### src/rtl/core/bust_pkg.sv
// ----------------------------------------------------------------------------
// bust_pkg
// Shared types and constants for the bounded unordered set table: operation
// codes, default sizes and the input and result transaction structs.
// ----------------------------------------------------------------------------
package bust_pkg;

	localparam int DEF_TABLE_DEPTH = 16;
	localparam int DEF_VALUE_WIDTH = 32;

	localparam int FUNC_W        = 2;
	localparam int ITEM_VALUE_W  = 32;
	localparam int ENTRY_COUNT_W = 5;

	localparam logic [FUNC_W-1:0] FUNC_INSERT = 2'd0;
	localparam logic [FUNC_W-1:0] FUNC_ERASE  = 2'd1;
	localparam logic [FUNC_W-1:0] FUNC_QUERY  = 2'd2;

	typedef struct packed {
		logic [FUNC_W-1:0]       func;
		logic [ITEM_VALUE_W-1:0] item_value;
	} in_item_t;

	typedef struct packed {
		logic                     hit;
		logic                     refused_full;
		logic [ENTRY_COUNT_W-1:0] entry_count;
	} out_item_t;

endpackage

### src/rtl/core/bounded_unordered_set_table.sv
// ----------------------------------------------------------------------------
// bounded_unordered_set_table
// Fixed-capacity set of distinct values with insert, erase and query.
// ----------------------------------------------------------------------------
// usage:
//   in_valid/in_stall/in_data carry one operation (func, item_value) per
//   transaction; out_valid/out_stall/out_data return exactly one result per
//   operation (hit, refused_full, entry_count after the operation).
//   each operation scans the stored entries one per cycle through a single
//   comparator reading the entry memory; a hit ends the scan early, and an
//   erase that hits then moves the last entry into the freed slot.
//   the next operation is accepted in the cycle after the result moves out,
//   so the block never works on two operations at once.
//   in_stall stays high from acceptance until the result moves into the
//   output register; the next operation is then taken while that result
//   waits. a stalled result holds in the output register, and a second
//   finished result waits in the sequencer until the register frees up.
//   reset clears the count, so the table comes up empty; entry memory is
//   not cleared since only entries below the count are ever read.
// ----------------------------------------------------------------------------
module bounded_unordered_set_table
	import bust_pkg::*;
#(
	parameter int TABLE_DEPTH = DEF_TABLE_DEPTH,
	parameter int VALUE_WIDTH = DEF_VALUE_WIDTH
) (
	input  logic      clk,
	input  logic      arst_n,
	input  logic      in_valid,
	output logic      in_stall,
	input  in_item_t  in_data,
	output logic      out_valid,
	input  logic      out_stall,
	output out_item_t out_data
);

	localparam int AW = (TABLE_DEPTH > 1) ? $clog2(TABLE_DEPTH) : 1;
	localparam int CW = $clog2(TABLE_DEPTH + 1);

	logic [VALUE_WIDTH-1:0] in_val;
	logic                   rd_en;
	logic [AW-1:0]          rd_addr;
	logic [VALUE_WIDTH-1:0] rd_data;
	logic                   wr_en;
	logic [AW-1:0]          wr_addr;
	logic [VALUE_WIDTH-1:0] wr_data;
	logic                   res_valid;
	logic                   res_ready;
	out_item_t              res;
	logic                   out_valid_q;
	out_item_t              out_data_q;

	generate
		if (VALUE_WIDTH <= ITEM_VALUE_W) begin : g_val_trunc
			assign in_val = in_data.item_value[VALUE_WIDTH-1:0];
		end else begin : g_val_ext
			assign in_val = {{(VALUE_WIDTH-ITEM_VALUE_W){1'b0}}, in_data.item_value};
		end
	endgenerate

	bust_seq #(
		.TABLE_DEPTH (TABLE_DEPTH),
		.VALUE_WIDTH (VALUE_WIDTH),
		.AW          (AW),
		.CW          (CW)
	) u_seq (
		.clk       (clk),
		.arst_n    (arst_n),
		.in_valid  (in_valid),
		.in_stall  (in_stall),
		.in_func   (in_data.func),
		.in_val    (in_val),
		.res_valid (res_valid),
		.res_ready (res_ready),
		.res       (res),
		.rd_en     (rd_en),
		.rd_addr   (rd_addr),
		.rd_data   (rd_data),
		.wr_en     (wr_en),
		.wr_addr   (wr_addr),
		.wr_data   (wr_data)
	);

	bust_mem #(
		.DEPTH (TABLE_DEPTH),
		.WIDTH (VALUE_WIDTH),
		.AW    (AW)
	) u_mem (
		.clk     (clk),
		.rd_en   (rd_en),
		.rd_addr (rd_addr),
		.rd_data (rd_data),
		.wr_en   (wr_en),
		.wr_addr (wr_addr),
		.wr_data (wr_data)
	);

	// output register frees up when empty or when its transaction completes
	assign res_ready = !out_valid_q || !out_stall;

	always_ff @(posedge clk or negedge arst_n) begin
		if (!arst_n) begin
			out_valid_q <= 1'b0;
		end else if (res_ready) begin
			out_valid_q <= res_valid;
		end
	end

	always_ff @(posedge clk) begin
		if (res_ready && res_valid) begin
			out_data_q <= res;
		end
	end

	assign out_valid = out_valid_q;
	assign out_data  = out_data_q;

endmodule

### src/rtl/core/bust_mem.sv
// ----------------------------------------------------------------------------
// bust_mem
// Entry storage: one write port and one read port with registered read data.
// ----------------------------------------------------------------------------
module bust_mem #(
	parameter int DEPTH = 16,
	parameter int WIDTH = 32,
	parameter int AW    = 4
) (
	input  logic             clk,
	input  logic             rd_en,
	input  logic [AW-1:0]    rd_addr,
	output logic [WIDTH-1:0] rd_data,
	input  logic             wr_en,
	input  logic [AW-1:0]    wr_addr,
	input  logic [WIDTH-1:0] wr_data
);

	logic [WIDTH-1:0] mem [DEPTH];
	logic [WIDTH-1:0] rd_data_q;

	always_ff @(posedge clk) begin
		if (wr_en) begin
			mem[wr_addr] <= wr_data;
		end
		if (rd_en) begin
			rd_data_q <= mem[rd_addr];
		end
	end

	assign rd_data = rd_data_q;

endmodule

### src/rtl/core/bust_seq.sv
// ----------------------------------------------------------------------------
// bust_seq
// Sequencer for the set table: scans stored entries one per cycle through a
// single equality comparator, then appends, moves the last entry or reports.
// ----------------------------------------------------------------------------
module bust_seq
	import bust_pkg::*;
#(
	parameter int TABLE_DEPTH = DEF_TABLE_DEPTH,
	parameter int VALUE_WIDTH = DEF_VALUE_WIDTH,
	parameter int AW          = 4,
	parameter int CW          = 5
) (
	input  logic                   clk,
	input  logic                   arst_n,
	input  logic                   in_valid,
	output logic                   in_stall,
	input  logic [FUNC_W-1:0]      in_func,
	input  logic [VALUE_WIDTH-1:0] in_val,
	output logic                   res_valid,
	input  logic                   res_ready,
	output out_item_t              res,
	output logic                   rd_en,
	output logic [AW-1:0]          rd_addr,
	input  logic [VALUE_WIDTH-1:0] rd_data,
	output logic                   wr_en,
	output logic [AW-1:0]          wr_addr,
	output logic [VALUE_WIDTH-1:0] wr_data
);

	localparam logic [2:0] ST_IDLE   = 3'd0;
	localparam logic [2:0] ST_SCAN   = 3'd1;
	localparam logic [2:0] ST_LAST   = 3'd2;
	localparam logic [2:0] ST_RESULT = 3'd3;

	logic [2:0]             state_q;
	logic [FUNC_W-1:0]      op_q;
	logic [VALUE_WIDTH-1:0] val_q;
	logic [CW-1:0]          idx_q;
	logic [CW-1:0]          cnt_q;
	logic [AW-1:0]          pend_idx_q;
	logic [AW-1:0]          slot_q;
	logic                   pend_q;
	logic                   hit_q;
	logic                   refused_q;

	logic          match;
	logic          scan_more;
	logic          scan_miss;
	logic          full;
	logic [CW-1:0] cnt_m1;

	assign match     = pend_q && (rd_data == val_q);
	assign scan_more = idx_q < cnt_q;
	assign scan_miss = !match && !scan_more && !pend_q;
	assign full      = cnt_q == CW'(TABLE_DEPTH);
	assign cnt_m1    = cnt_q - 1'b1;

	assign in_stall = state_q != ST_IDLE;

	// read port: scan reads, or the last entry once an erase has found its slot
	always_comb begin
		rd_en   = 1'b0;
		rd_addr = idx_q[AW-1:0];
		if (state_q == ST_SCAN) begin
			if (match) begin
				rd_en   = op_q == FUNC_ERASE;
				rd_addr = cnt_m1[AW-1:0];
			end else if (scan_more) begin
				rd_en = 1'b1;
			end
		end
	end

	always_comb begin
		wr_en   = 1'b0;
		wr_addr = cnt_q[AW-1:0];
		wr_data = val_q;
		if (state_q == ST_SCAN) begin
			wr_en = scan_miss && (op_q == FUNC_INSERT) && !full;
		end else if (state_q == ST_LAST) begin
			wr_en   = 1'b1;
			wr_addr = slot_q;
			wr_data = rd_data;
		end
	end

	assign res_valid            = state_q == ST_RESULT;
	assign res.hit              = hit_q;
	assign res.refused_full     = refused_q;
	assign res.entry_count      = ENTRY_COUNT_W'(cnt_q);

	always_ff @(posedge clk or negedge arst_n) begin
		if (!arst_n) begin
			state_q   <= ST_IDLE;
			cnt_q     <= '0;
			pend_q    <= 1'b0;
			hit_q     <= 1'b0;
			refused_q <= 1'b0;
		end else begin
			case (state_q)
				ST_IDLE: begin
					if (in_valid) begin
						op_q      <= in_func;
						val_q     <= in_val;
						idx_q     <= '0;
						pend_q    <= 1'b0;
						hit_q     <= 1'b0;
						refused_q <= 1'b0;
						if (in_func == FUNC_INSERT || in_func == FUNC_ERASE ||
							in_func == FUNC_QUERY) begin
							state_q <= ST_SCAN;
						end else begin
							state_q <= ST_RESULT;
						end
					end
				end
				ST_SCAN: begin
					pend_q <= 1'b0;
					if (match) begin
						hit_q  <= 1'b1;
						slot_q <= pend_idx_q;
						if (op_q == FUNC_ERASE) begin
							cnt_q   <= cnt_m1;
							state_q <= ST_LAST;
						end else begin
							state_q <= ST_RESULT;
						end
					end else if (scan_more) begin
						pend_q     <= 1'b1;
						pend_idx_q <= idx_q[AW-1:0];
						idx_q      <= idx_q + 1'b1;
					end else if (!pend_q) begin
						// value absent
						if (op_q == FUNC_INSERT) begin
							if (full) begin
								refused_q <= 1'b1;
							end else begin
								cnt_q <= cnt_q + 1'b1;
							end
						end
						state_q <= ST_RESULT;
					end
				end
				ST_LAST: begin
					state_q <= ST_RESULT;
				end
				ST_RESULT: begin
					if (res_ready) begin
						state_q <= ST_IDLE;
					end
				end
				default: begin
					state_q <= ST_IDLE;
				end
			endcase
		end
	end

endmodule

### config.mk
export PLATFORM = sky130hd
export DESIGN_NAME = bounded_unordered_set_table
export DESIGN_NICKNAME = d
export VERILOG_FILES = /design/src/rtl/core/bust_pkg.sv /design/src/rtl/core/bounded_unordered_set_table.sv /design/src/rtl/core/bust_mem.sv /design/src/rtl/core/bust_seq.sv
export SDC_FILE = /design/constraint.sdc
export NUM_CORES = 1
export LEC_CHECK = 0
export ABC_AREA = 1
export ABC_CLOCK_PERIOD_IN_PS = 9400
export BUFFER_PORTS_ARGS = -buffer_cell sky130_fd_sc_hd__buf_2
export CAP_MARGIN = 15
export CORE_MARGIN = 2
export CORE_UTILIZATION = 49
export CTS_BUF_LIST = sky130_fd_sc_hd__clkbuf_8
export DETAILED_ROUTE_END_ITERATION = 12
export MAX_ROUTING_LAYER = met4
export PLACE_DENSITY_LB_ADDON = 0.12
export SYNTH_ARGS = -nofsm -noshare
export SYNTH_HDL_FRONTEND = slang
export SYNTH_HIERARCHICAL = 1
export SYNTH_SLANG_ARGS = --single-unit
### constraint.sdc
create_clock -name clk -period 9.4 [get_ports clk]
set_input_delay 2.35 -clock clk [delete_from_list [all_inputs] [get_ports clk]]
set_output_delay 2.35 -clock clk [all_outputs]
set_load 0.05 [all_outputs]
# Word-level counts from Yosys, hierarchy flattened
# Memory sizes are Yosys's and may differ from the RTL's. A register that Yosys moved wholly into a read port is not among the register bits.
# Cells that the tools add are included.
# totals
ff_bits	66
ram_bits	512
latchBits	0
romBits	0
memories	1
input_bits	38
output_inout_bits	9
# memory_table
memory	words	word_bits	rd	rd_ports_with_merged_regs	wr	line_no	source
u_mem.mem	16	32	1	1	1	bust_mem.sv:19	logic [WIDTH-1:0] mem [DEPTH];
# classes
n_lt_le_gt_ge	1
addsub	3
n_mul	0
eq_ne	23
reduce_logical	30
n_mux	42
bitwise	1
div_mod_pow	0
n_shift	0
# ops
cell	count
$mux 32	2
$mux 5	9
$eq 32x32->1	1
$mux 1	16
$mux 4	4
$mux 3	5
$ne 2x2->1 const B	7
$ne 2x1->1 const B	6
$pmux 3 s4	1
$add 5x1->5 const B	2
$pmux 5 s2	1
$reduce_and 3->1	3
$reduce_and 4->1	2
$reduce_and 7->1	1
$eq 3x2->1 const B	2
$logic_and 1x1->1	6
$logic_not 1->1	6
$pmux 1 s2	3
$reduce_and 6->1	1
$eq 5x5->1 const B	1
$lt 5x5->1	1
$reduce_and 5->1	1
$sub 5x1->5 const B	1
$eq 2x1->1 const B	2
other kinds (12)	16

# Logic depth before layout (Yosys ltp)
# logic_depth
word_depth	10
mapped_depth	22

# Modules after synthesis
# The synthesis kept the hierarchy.
# by_module_without_submodules
mod	n_inst	area_each_um2	seq_area_each_um2	cells_each
bust_mem	1	23064.6	16335.7	2120
bust_seq	1	3533.4	1661.6	400
bounded_unordered_set_table	1	251.5	235.2	12

# Worst setup path after synthesis
# No wires, ideal clock.
# synth_timing
kind	input port to flip-flop
from	input port arst_n
to	register u_seq.op_q[0] (enable)
setup_slack_ps	5116
stages	2
arrival_ps	3859
setup_ps	425
path_cell_list	inv_1 -> nor2_1
# synth_via
elab_chain_cells	1
# synth_lines
element	line_no	source
start: declaration	bounded_unordered_set_table.sv:28	input logic arst_n,
$reduce_and 3->1 (no source line)	-	
end signal: assignment	bust_seq.sv:104	op_q <= in_func;
end: declaration	bust_seq.sv:37	logic [FUNC_W-1:0] op_q;
# Every way passes these cells.
# A chain may end at the register's enable or synchronous reset.

# Worst setup path after layout
# layout_timing
from	register u_seq.val_q[20]
to	register u_mem.rd_data_q[11], in the netlist u_mem/rd_data[11], read port of u_mem.mem, data pin
# layout_via
elab_chain_cells	4
word_cells_on_any_way	6
cone_classes	1 x eq/ne; 4 x mux; 1 x reduce/logical
# layout_lines
element	line_no	source
start: declaration	bust_seq.sv:38	logic [VALUE_WIDTH-1:0] val_q;
start signal: assignment	bust_seq.sv:105	val_q <= in_val;
$eq 32x32->1	bust_seq.sv:53	assign match = pend_q && (rd_data == val_q);
$logic_and 1x1->1	bust_seq.sv:53	
$mux 4	bust_seq.sv:66	if (match) begin
$mux 4	bust_seq.sv:65	if (state_q == ST_SCAN) begin
net rd_addr[0]	bounded_unordered_set_table.sv:42	logic [AW-1:0] rd_addr;
end: declaration	bust_mem.sv:20	logic [WIDTH-1:0] rd_data_q;
# The timed path passes the listed nets, and every way through them passes these cells.

==> PnR_summary.wiki <==
{| class="wikitable"
! Metric !! Value
|-
| Ratio of cells with drive above 1 in the final layout || 10.1%
|-
| Layout filler cell count || 4,757
|-
| First-pass GRT wire length || 102,000 um
|-
| Top FF cell, synth || edfxtp_1
|-
| Total setup buffers inserted after CTS || 0
|-
| Slew headroom || 20.5%
|-
| Diode insertion count for antenna repair || 0
|-
| Hold_ws || 0.429 ns
|-
| Combinational share of power || 25.8%
|-
| DRC violations left || 0
|-
| End-of-flow core utilization || 54.6%
|-
| Portion of the clock cycle consumed by the worst path in the final layout || 52.8%
|-
| Sum of negative setup slack || 0 ns
|-
| Critical path's slowest cell || buf_4
|-
| Reported leakage power || 12.6 nW
|-
| Clock-pin slew of the registers on the worst-case setup and hold paths || 0.06 ns
|-
| Overall routed net length || 67,400 um
|-
| Placed instance area || 27,700 um2
|-
| CP Buf/Inv Count || 4
|-
| Number of global-route vias before repair || 17,000
|-
| Endpoints failing hold || 0
|-
| Number of buffers created by CTS || 101
|-
| Power share of the clock group || 27.1%
|-
| Worst hold stages || 0
|-
| Iter 0 DRT Violations || 1,648
|-
| Slowest Stage Delay on Critical Path || 0.94 ns
|-
| Leading post-synthesis cells by cell area || edfxtp_1, nand2_1, nand3_1, inv_1, buf_6
|-
| Cell taking the most area after synthesis || edfxtp_1
|-
| Maximum fanout along the worst path || 104
|-
| Row count || 85
|-
| Count of distinct cell types in the synthesized netlist || 35
|-
| Number of clock sinks || 609
|-
| Register Area || 18,200 um2
|-
| Antenna-violating nets left || 0
|-
| Worst path top cell family by delay || buffers and inverters
|-
| Net count of the finished layout || 2,659
|-
| First-pass DRT Iterations || 5
|-
| Die ar. || 56,700 um2
|-
| Worst Skew || 0.0253 ns
|-
| Critical Setup Path Class || reg2reg
|-
| Arrival time at the worst endpoint || 5.39 ns
|-
| Sequential cell area fraction in the yosys report || 67.9%
|-
| Initial antenna violation count || 0
|-
| Max-Cap Viols || 0
|-
| Yosys top cell area share || 66.9%
|-
| Deepest level of the CTS H-tree || 3
|-
| Crit path time final || 4.96 ns
|-
| Cell Int Power || 5.05 mW
|-
| Starting utilization of the core area || 49.7%
|-
| CP most frequent cell || nand2_1
|-
| Congestion Overflow GR || 0
|-
| Cell with the most instances after synthesis || nand2_1
|-
| Worst hold path type || reg2reg
|-
| TritonCTS clock tree || yes
|-
| Post-synthesis average cell area || 10.6 um2
|-
| Path depth of the worst reg2reg path || 18
|-
| Hold buffers post-CTS || 0
|-
| Setup slack of the critical path after layout || 4.44 ns
|-
| Total number of vias || 17,600
|-
| Area growth from synthesis to layout || 9.89%
|-
| Share of total power in sequential cells || 47.1%
|-
| Required time worst endpoint || 9.83 ns
|-
| Area of the mapped netlist || 26,800 um2
|-
| Core ar. || 54,000 um2
|-
| Setup WS pre-CTS || 4.55 ns
|-
| Top cell types by occurrence after synthesis || nand2_1, edfxtp_1, inv_1
|-
| Synthesized netlist cell count || 2,532
|-
| Clock Root Buffer || clkbuf_8
|-
| Clk Latency, worst-skew pair || 0.69 ns
|-
| Yosys warning count || 6
|-
| Largest net degree at the start of global routing || 191
|-
| Maximum ir drop on the vdd rail || 0.000129 V
|-
| Via-to-Cell Ratio || 5.18
|-
| Status || completed
|-
| Power density of the placed cells || 260 nW/um2
|-
| Number of top-level pins || 47
|-
| Switch share || 34.3%
|-
| Net switching power || 2.63 mW
|-
| Multi-input logic area || 6360 um2
|-
| Detail-routed net length per standard cell || 19.9 um
|-
| Number of buffers on the longest clock path || 3
|-
| Peak clock frequency supported by timing || 202 MHz
|-
| Number of nets produced by synthesis || 2,582
|-
| EDFF count, synth || 598
|-
| Final Slew Violations || 0
|-
| Number of cells in the design after placement || 3,201
|-
| Critical Path Start Type || register
|-
| Least-Margin Pin Slew || 1.19 ns
|-
| Setup repair after global routing missed its margin || no
|-
| Async S/R FF share, synth || 1.81%
|-
| Endpoint class of the critical path || register
|-
| Summed area of non-filler cells in the final layout || 29,500 um2
|-
| Height of the chip || 238 um
|-
| GPL Wtd Cong || 0.790
|-
| Number of endpoints failing setup at the final stage || 0
|-
| Total routing resource utilization after global routing || 25.0%
|-
| Count of instances resized after the clock tree is built || 0
|-
| Series of cell instances along the critical path || xnor2_1 -> nand2_1 -> nor2_1 -> nand2_1 -> nor2_8 -> nand3_4 -> inv_2 -> nand2_4 -> nand2_1 -> o21ai_4 -> buf_4 -> inv_6 -> buf_4 -> nand2_1 -> nand3_1 -> nand3_1 -> nand3_1 -> nand2_1
|-
| PortBufs || 46
|-
| Flip-flop and latch count after synthesis || 609
|-
| Hpwl dp || 34,500 um
|-
| Tot Pwr || 7.68 mW
|-
| Die Span X || 238 um
|-
| Depth of the critical timing path with buffers and inverters included || 18
|-
| Post-route insts no fill || 3,389
|}
## power groups by stage
stage / Clock, mW / Combinational [mW] / Sequential (mW)
5_1_grt: 2.27 / 2.18 / 3.64
4_1_cts: 2.13 / 1.97 / 3.62
3_5_place_dp: 0 / 1.96 / 3.68
6_report: 2.08 / 1.98 / 3.62
3_3_place_gp: 0 / 1.93 / 3.67
2_1_floorplan: 0 / 1.31 / 3.68
## cells by family after synthesis
logic type | synth area share, %
simple gates | 20.1
buf+inv | 9.07
mux | 0.587
compound gates | 0.932
xor+xnor | 0.848
flops | 67.9
fa+ha+maj | 0.559
## routing by layer
metal  global-route usage [%]  up-vias  routed length, um
met3                     4.07      109               4400
met4                     7.84        0               1500
met1                     33.3     8523              29700
met5                        -        -                  0
met2                     39.6      548              31800
li1                         -     8387                  -
## layout make-up
cell class | instances | share of cell area [%]
sequential | 609 | 61.8
multi-input combinational | 1365 | 21.6
inverter | 441 | 5.64
clock buffer | 105 | 4.90
tap | 696 | 2.95
timing repair buffer | 91 | 1.99
clock inverter | 82 | 1.17
## state kept, by name, summed over array words and instances (netlist names)
register,flops
u_seq/pend_idx_q,4
u_seq/val_q,32
u_seq/idx_q,5
u_seq/slot_q,4
u_seq/cnt_q,5
u_mem/mem,512
u_mem/rd_data,32
out_data,7
u_seq/refused_q,1
u_seq/pend_q,1
u_seq/state_q,2
u_seq/hit_q,1
u_seq/op_q,2
out_valid,1
## path summary, 6_finish.rpt
path | startpoint | endpoint | slack (ns)
max reg2reg | u_seq/val_q[20] | u_mem/rd_data[11] | 4.44
min reg2reg | u_seq/pend_idx_q[2] | u_seq/slot_q[2] | 0.43
max | u_seq/val_q[20] | u_mem/rd_data[11] | 4.44
max in group asynchronous | arst_n | u_seq/cnt_q[2] | 7.65
min in group asynchronous | arst_n | u_seq/refused_q | 1.53
min | u_seq/pend_idx_q[2] | u_seq/slot_q[2] | 0.43
## worst register-to-register path: stages (launching register included)
cell and delay (ns):
edfxtp_1 0.51, xnor2_1 0.23, nand2_1 0.11, nor2_1 0.28, nand2_1 0.20, nor2_8 0.19
nand3_4 0.17, inv_2 0.11, nand2_4 0.10, nand2_1 0.14, o21ai_4 0.06, buf_4 0.35
inv_6 0.56, buf_4 1.03, nand2_1 0.26, nand3_1 0.12, nand3_1 0.09, nand3_1 0.11
nand2_1 0.07
## cell usage in the layout, fill, tap and decap left out, drive strengths merged, types with 14 or more instances in the layout
master,Yosys,routed
o21ai,32,32
clkbuf,12,106
edfxtp,598,598
clkinv,0,45
inv,441,476
mux2,14,14
buf,105,90
nand3,400,400
nand2,807,807
xnor2,19,19
nor2,49,49
Power figures use the tool's default switching activity.
